<file path="config.mk">
export PLATFORM = sky130hd
export DESIGN_NAME = pmp_angle_reduce
export DESIGN_NICKNAME = d
export VERILOG_FILES = /design/src/hdl/pmp_pkg.sv /design/src/hdl/pmp_angle_reduce.sv
export SDC_FILE = /design/constraint.sdc
export NUM_CORES = 1
export LEC_CHECK = 0
export ABC_AREA = 1
export BUFFER_PORTS_ARGS = -buffer_cell sky130_fd_sc_hd__buf_2
export CORE_ASPECT_RATIO = 2
export CORE_MARGIN = 4
export CORE_UTILIZATION = 55
export DETAILED_ROUTE_END_ITERATION = 8
export PLACE_DENSITY = 0.79
export SLEW_MARGIN = 40
export SYNTH_ARGS = -nofsm -noshare
export SYNTH_HDL_FRONTEND = slang
export SYNTH_SLANG_ARGS = --single-unit
</file>
<file path="constraint.sdc">
create_clock -name clk -period 3.4 [get_ports clk]
set_input_delay 0.68 -clock clk [delete_from_list [all_inputs] [get_ports clk]]
set_output_delay 0.68 -clock clk [all_outputs]
set_load 0.02 [all_outputs]
</file>
<file path="src/hdl/pmp_pkg.sv">
package pmp_pkg;

    localparam int ANG_W = 40;
    localparam int CW = 34;
    localparam int ATAN_ENTRIES = 24;
    localparam int REDUCE_STEPS = 6;

    localparam logic signed [ANG_W-1:0] ANG_TWO_PI = 40'sd6746518852;
    localparam logic signed [ANG_W-1:0] ANG_PI = 40'sd3373259426;
    localparam logic signed [ANG_W-1:0] ANG_HALF_PI = 40'sd1686629713;
    localparam logic signed [ANG_W-1:0] ANG_BIAS = 40'sd215888603264;
    localparam logic signed [CW-1:0] GAIN_INV = 34'sd652032874;

    localparam logic [12:0] BLEND_ONE = 13'd4096;
    localparam logic signed [12:0] PIX_MIN = -13'sd4096;
    localparam logic signed [12:0] PIX_MAX = 13'sd4095;

    localparam logic [1:0] REG_BLEND = 2'd0;
    localparam logic [1:0] REG_SCALE = 2'd1;
    localparam logic [1:0] REG_OFFSET_X = 2'd2;
    localparam logic [1:0] REG_OFFSET_Y = 2'd3;

    localparam logic [29:0] ATAN_TAB [0:ATAN_ENTRIES-1] = '{
        30'd843314856, 30'd497837829, 30'd263043836, 30'd133525158,
        30'd67021686, 30'd33543515, 30'd16775850, 30'd8388437,
        30'd4194282, 30'd2097149, 30'd1048575, 30'd524287,
        30'd262143, 30'd131071, 30'd65535, 30'd32767,
        30'd16383, 30'd8191, 30'd4095, 30'd2047,
        30'd1023, 30'd511, 30'd255, 30'd127
    };

    typedef struct packed {
        logic signed [15:0] px;
        logic signed [15:0] py;
        logic neg;
    } side_t;

endpackage

</file>
<file path="src/hdl/pmp_angle_reduce.sv">
module pmp_angle_reduce #(
    parameter int FRAC_BITS = 12
) (
    input  logic clk,
    input  logic rst_n,
    input  logic in_valid,
    input  logic signed [15:0] in_px,
    input  logic signed [15:0] in_py,
    output logic out_valid,
    output logic signed [pmp_pkg::CW-1:0] out_z,
    output pmp_pkg::side_t out_side
);
    import pmp_pkg::*;

    localparam int SH = 30 - FRAC_BITS;

    logic v_reg [0:REDUCE_STEPS];
    logic signed [ANG_W-1:0] a_reg [0:REDUCE_STEPS];
    side_t s_reg [0:REDUCE_STEPS];
    logic signed [ANG_W-1:0] wrap;
    logic signed [ANG_W-1:0] fold;
    logic neg;
    logic fv_reg;
    logic signed [CW-1:0] z_reg;
    side_t fs_reg;

    // biased so the angle is never negative before the subtract steps
    always_ff @(posedge clk or negedge rst_n)
    begin
        if (!rst_n)
        begin
            v_reg[0] <= 1'b0;
        end
        else
        begin
            v_reg[0] <= in_valid;
            a_reg[0] <= (ANG_W'(in_py) <<< SH) + ANG_BIAS;
            s_reg[0] <= '{px: in_px, py: in_py, neg: 1'b0};
        end
    end

    for (genvar k = 0; k < REDUCE_STEPS; k++)
    begin : g_step
        localparam logic signed [ANG_W-1:0] SUB = ANG_TWO_PI <<< (REDUCE_STEPS - 1 - k);
        always_ff @(posedge clk or negedge rst_n)
        begin
            if (!rst_n)
            begin
                v_reg[k+1] <= 1'b0;
            end
            else
            begin
                v_reg[k+1] <= v_reg[k];
                a_reg[k+1] <= (a_reg[k] >= SUB) ? a_reg[k] - SUB : a_reg[k];
                s_reg[k+1] <= s_reg[k];
            end
        end
    end

    always_comb
    begin
        wrap = (a_reg[REDUCE_STEPS] >= ANG_PI) ? a_reg[REDUCE_STEPS] - ANG_TWO_PI
                                               : a_reg[REDUCE_STEPS];
        neg = 1'b0;
        fold = wrap;
        if (wrap > ANG_HALF_PI)
        begin
            fold = wrap - ANG_PI;
            neg = 1'b1;
        end
        else if (wrap < -ANG_HALF_PI)
        begin
            fold = wrap + ANG_PI;
            neg = 1'b1;
        end
    end

    always_ff @(posedge clk or negedge rst_n)
    begin
        if (!rst_n)
        begin
            fv_reg <= 1'b0;
        end
        else
        begin
            fv_reg <= v_reg[REDUCE_STEPS];
            z_reg <= CW'(fold);
            fs_reg <= '{px: s_reg[REDUCE_STEPS].px, py: s_reg[REDUCE_STEPS].py, neg: neg};
        end
    end

    assign out_valid = fv_reg;
    assign out_z = z_reg;
    assign out_side = fs_reg;

endmodule

</file>
# ---- Word-level counts from Yosys, hierarchy flattened
# Memories as Yosys holds them, arrays and structs flattened. A register that Yosys moved wholly into a read port is not among the register bits.
# Index checks and enable logic that the tools add are counted.
# Widths: inputs -> output; s select.
dict set report totals {
  in_bits 35
  ff_bits 43
  n_memories 2
  output_inout_bits 68
  mem_bits_rw 511
}
# name words width read_ports rd_ports_with_merged_regs wr line_no
set mem_list {}
lappend mem_list {a_reg 7 40 7 0 7 pmp_angle_reduce.sv:18} ;# logic signed [ANG_W-1:0] a_reg [0:REDUCE_STEPS];
lappend mem_list {s_reg 7 33 7 1 7 pmp_angle_reduce.sv:19} ;# side_t s_reg [0:REDUCE_STEPS];
dict set report classes {
  order_cmp 9
  add_sub_neg 10
  mux 11
}
# cell n
set ops {}
lappend ops {{$mux 40} 7}
lappend ops {{$sub 40x34->40 const B} 2}
lappend ops {{$mux 34} 2}
lappend ops {{$add 34x39->40 const B} 1}
lappend ops {{$ge 40x33->1 const B} 1}
lappend ops {{$ge 40x34->1 const B} 1}
lappend ops {{$ge 40x35->1 const B} 1}
lappend ops {{$ge 40x36->1 const B} 1}
lappend ops {{$ge 40x37->1 const B} 1}
lappend ops {{$ge 40x38->1 const B} 1}
lappend ops {{$ge 40x39->1 const B} 1}
lappend ops {{$gt 40x32->1 const B} 1}
lappend ops {{$lt 40x32->1 const B} 1}
lappend ops {{$sub 40x35->40 const B} 1}
lappend ops {{$sub 40x36->40 const B} 1}
lappend ops {{$sub 40x37->40 const B} 1}
lappend ops {{$sub 40x38->40 const B} 1}
lappend ops {{$sub 40x39->40 const B} 1}
lappend ops {{$add 34x33->34 const B} 1}
lappend ops {{$sub 34x33->34 const B} 1}
lappend ops {{$mux 1} 2}

# ---- Logic depth before layout (Yosys ltp)
# An unclocked memory read counts as a cell.
dict set report depth {
  depth_word 6
  ltp_mapped 29
  mapped_depth_nobuf 28
}

# ---- Worst setup path before layout
# Ideal clock, no wire load.
dict set report synth_timing {
  kind {register -> register}
  startpoint {memory a_reg[6][2]}
  endpoint {register z_reg[31] (netlist: out_z[31]), data pin}
  period_less_slack_ns 3.213
  path_slack_ns 0.187
  n_path_buf 2
  setup_time_ns 0.258
  stages_incl_launch_ff 26
  arrival_time_ns 2.955
  path_cell_list {edfxtp_1 inv_1 ha_1 nand2_1 nand2_1 a21oi_1 nand2_1 nand3_4 nand3_4 buf_6 buf_6 nand2_1 nand2_1 inv_1 ha_1 inv_1 nand2_1 nand2_1 a21oi_1 nand2_1 nand2_1 nand3_1 nand3_1 nand2_1 o21ai_0 nand2_1}
}
# element line_no
set synth_lines {}
lappend synth_lines {{start: declaration} pmp_angle_reduce.sv:18}
lappend synth_lines {{end signal: assignment} pmp_angle_reduce.sv:87} ;# z_reg <= CW'(fold);
lappend synth_lines {{end: declaration} pmp_angle_reduce.sv:24} ;# logic signed [CW-1:0] z_reg;

==> results.md <==
- **clock latency of the later-clocked register in the worst-skew pair** 570 ps
- **number of synthesized register bits** 510
- **worst reg2reg path endpoint** out_z[26]$_DFFE_PP_
- **starting utilization of the core area** 0.5586
- **capture point of the critical path** out_z[26]$_DFFE_PP_
- **Syn Nets** 2,747
- **antenna violations before repair** 0
- **number of hold violations in the final report** 0
- **Tcrit/Tclk final** 0.9925
- **final design instance area without fill** 32,740 um^2
- **post-route antenna net violation count** 0
- **flip-flop count of the largest register after layout** 224
- **fraction of power spent switching nets** 0.3141
- **average vias per placed instance** 5.423
- **Placed Area** 29,740 um^2
- **Critical Path Slowest Stage Cell** edfxtp_1
- **layout cells sized above 1** 0.2680
- **worst reg2reg setup slack** 30 ps
- **detailed-route DRC error count** 0
- **launch instance of the worst register-to-register path** a_reg[6][39]$_DFFE_PP_
- **hold-fix buffer count after cts** 0
- **maximum fanout count along the critical path** 6
- **worst slew margin relative to its limit** 0.5495
- **Layout Skew** 14.11 ps
- **cell internal power dissipation** 12,640 uW
- **die area** 50,420 um^2
- **clock tree from TritonCTS** done
- **type of origin of the critical path** flip-flop
- **fill count** 3,361
- **netlist area before placement** 25,680 um^2
- **ANT cells** 0
- **cell count after placement** 3,759
- **Min Clock Period, post-route** 3374 ps
- **EDFF count, synth** 502
- **die height** 313.6 um
- **Yosys warning total** 0
- **Std-Cell Rows** 111
- **mean instance size in the synthesized netlist** 9.518 um^2
- **count of final max-slew check failures** 0
- **share of power burned in registers** 0.442
- **share of power burned in combinational logic** 0.288
- **clock net sink count** 510
- **fraction of registers with async set or reset after synthesis** 0.01569
- **x dimension of the die** 160.8 um
- **synthesis-to-finish area growth** 27.48%
- **Inserted Clock Buffers** 41
- **CP Data Required Time** 3720 ps
- **Boundary Pins** 103
- **static power due to leakage** 0.01403 uW
- **measured slew at the worst slew-check pin** 675.8 ps
- **Total Negative Setup Slacks** 0 ps
- **Reg clk slew, reported paths** 60 ps
- **violation count after the first detailed-routing iteration** 1,372
- **Clock Power Share** 0.270
- **global-route wire length before repair** 114.7 mm
- **Peak supply drop** 0.7635 mV
- **result of the run** finished, final reports clean
- **number of buffers on the longest clock path** 3
- **maximum number of pins on one net before global-route repair** 78
- **final routed wire length divided by cell count** 19.89 um
- **core region area** 45,970 um^2
- **vias in the first global route** 21,764
- **synthesized netlist cell count** 2,698
- **crit-path cells** nor2_1, nand2_2, nor2_4, nand2_4, nor2_4, nand3_4, nand3_4, buf_12, inv_16, buf_8, buf_4, nand2_2, nand2_2, inv_2, nand4_1, nor3_4, buf_6, nand2_4, nand2_8, nand2_8, buf_12, buf_12, nand3_1, nand3_1
- **Arr. time, crit path** 3690 ps
- **Register-to-Register Path Depth** 24
- **port buffer count** 101
- **gpl congestion** 1.006
- **class of the most critical hold timing path** in2async
- **Max Clock Freq** 296.3 MHz
- **Netlist cell types** 52
- **overall fraction of global-route tracks in use** 0.2987
- **layout net count** 3,287
- **Final setup viols** 0
- **power density cells** 562.9 nW/um^2
- **final cell count without fillers** 3,890
- **delay of the slowest cell on the worst path** 410 ps
- **Critical Path Source** a_reg[6][39]$_DFFE_PP_
- **number of search-and-repair iterations in the first detailed-routing pass** 5
- **total half-perimeter wirelength after legalization and detailed placement** 58.92 mm
- **CTS root buf** clkbuf_16
- **primary flip-flop cell chosen by synthesis mapping** edfxtp_1
- **kind of critical path** reg2reg
- **crit path capture type** flip-flop
- **total power** 18,430 uW
- **grt total ovfl** 0
- **CTS H-tree lvls** 2
- **portion of the post-synthesis area used by sequential elements** 0.5948
- **wire length after detailed routing** 77.39 mm
- **maximum capacitance violations** 0
- **switching power summed over all nets** 5787 uW
- **routed via count** 21,096
- **setup repair after global routing missed its margin** true
repair_timing:
action / CTS / global route
cloned: 3 / 6
setup endpoints to repair: 56 / 105
resized for setup: 48 / 272
pin swaps: 5 / 52
buffers inserted: 15 / 34
routing by layer:
layer	vias up	GRT usage	wire length, um
li1	10068	-	-
met1	9932	0.2407	21850
met2	737	0.6058	44140
met3	359	0.02519	2287
met4	0	0.2686	9107
met5	-	0	0
worst max-delay path, delay by kind of cell, from the launching register on:
kind          cells  cell delay, ps
flops             1             410
simple gates     16            1710
buf+inv           8             990
power by group through the flow:
| stage | clock, uW | sequential (uW) | combinational (uW) |
|---|---|---|---|
| after floorplan | 0 | 8280 | 2380 |
| after global placement | 0 | 8220 | 4600 |
| after detailed placement | 0 | 8270 | 4700 |
| after CTS | 5050 | 8140 | 4820 |
| after global routing | 5310 | 8200 | 5740 |
| final | 4970 | 8140 | 5310 |
layout make-up:
class	instances	area (um^2)	area share
clock buffer	49	1076	0.03287
clock inverter	25	331.6	0.01013
inverter	291	1129	0.03448
multi-input combinational	1852	9970	0.3046
sequential	510	15270	0.4666
tap	621	777.0	0.02374
timing repair buffer	539	4154	0.1269
timing repair inverter	3	23.77	0.0007262
stage by stage:
stage | utilization | hold WS [ps] | worst slack, ps
final | 0.7121 | 42.10 | 25.50
after global routing | 0.7121 | 90.58 | -114.0
after CTS | 0.6848 | 73.19 | 0.3664
after detailed placement | 0.6470 | 334.7 | -256.1
after global placement | 0.6470 | 333.4 | -251.2
after floorplan | - | 331.2 | 187.0
layout by cell type, fill, tap and decap left out, types with 8 or more instances in the layout:
cell,instances
nand2_1,705
edfxtp_1,502
buf_4,399
nor2_1,272
inv_1,257
nand3_1,141
xor2_1,127
buf_2,101
nand2_2,76
o21ai_0,67
nand4_1,64
xnor2_1,57
a21oi_1,49
nor2_2,49
clkbuf_16,45
nor3_1,41
nand3_2,29
inv_2,28
nor2_4,19
o21ai_1,17
buf_6,16
buf_12,15
a21oi_2,14
ha_1,12
nand2_4,11
a31oi_1,11
clkinv_1,8
dfrtp_1,8
logic make-up after synthesis:
kind of cell / count (synthesis) / share of synthesized area
flip-flops: 510 / 0.5948
buffers and inverters: 336 / 0.05321
adder cells (fa/ha/maj): 14 / 0.006822
XOR/XNOR: 190 / 0.06510
AND/OR/NAND/NOR: 1445 / 0.2354
other: 2 / 0.0002925
AO/OA/AOI/OAI: 201 / 0.04434
how the worst min path moves through the flow:
stage                                  start                   to  slack (ps)  depth (start not counted)
after CTS                              rst_n   v_reg[0]$_DFF_PN0_          70                          1
after global routing                   rst_n   v_reg[6]$_DFF_PN0_          90                          1
after global placement    v_reg[0]$_DFF_PN0_  out_valid$_DFF_PN0_         330                          0
final                                  rst_n   v_reg[6]$_DFF_PN0_          40                          1
after floorplan           v_reg[0]$_DFF_PN0_  out_valid$_DFF_PN0_         330                          0
after detailed placement  v_reg[0]$_DFF_PN0_  out_valid$_DFF_PN0_         330                          0
synthesized netlist by cell type (2+ instances only):
cell	number	share of area
nand4_1	64	0.016
a31oi_1	12	0.0029
clkbuf_1	17	0.0025
o31ai_1	4	0.0012
nand3_1	171	0.033
a211oi_1	2	0.00058
nand2_1	781	0.11
nor3_1	49	0.0096
nor2_2	11	0.0027
inv_2	8	0.0012
buf_4	7	0.0020
buf_6	8	0.0035
and2_1	3	0.00073
conb_1	2	0.00029
o21ai_4	2	0.0013
o22ai_1	5	0.0012
xor2_1	132	0.045
nand3_2	2	0.00078
edfxtp_1	502	0.59
o21ai_1	9	0.0018
a21oi_1	63	0.012
nor3b_1	6	0.0018
nor4_1	3	0.00073
nand2_2	11	0.0027
or2_2	4	0.00097
a21boi_0	4	0.0012
nor2_1	329	0.048
nand2_4	3	0.0013
ha_1	14	0.0068
nand3b_1	3	0.00088
a21boi_1	2	0.00058
o21ai_0	79	0.015
o21bai_1	7	0.0020
xnor2_1	57	0.019
and3_1	2	0.00049
dfrtp_1	8	0.0078
nand3_4	2	0.0014
buf_2	13	0.0025
inv_1	281	0.041
o211ai_1	4	0.0012
No activity file was read; power rests on OpenSTA's default activity.
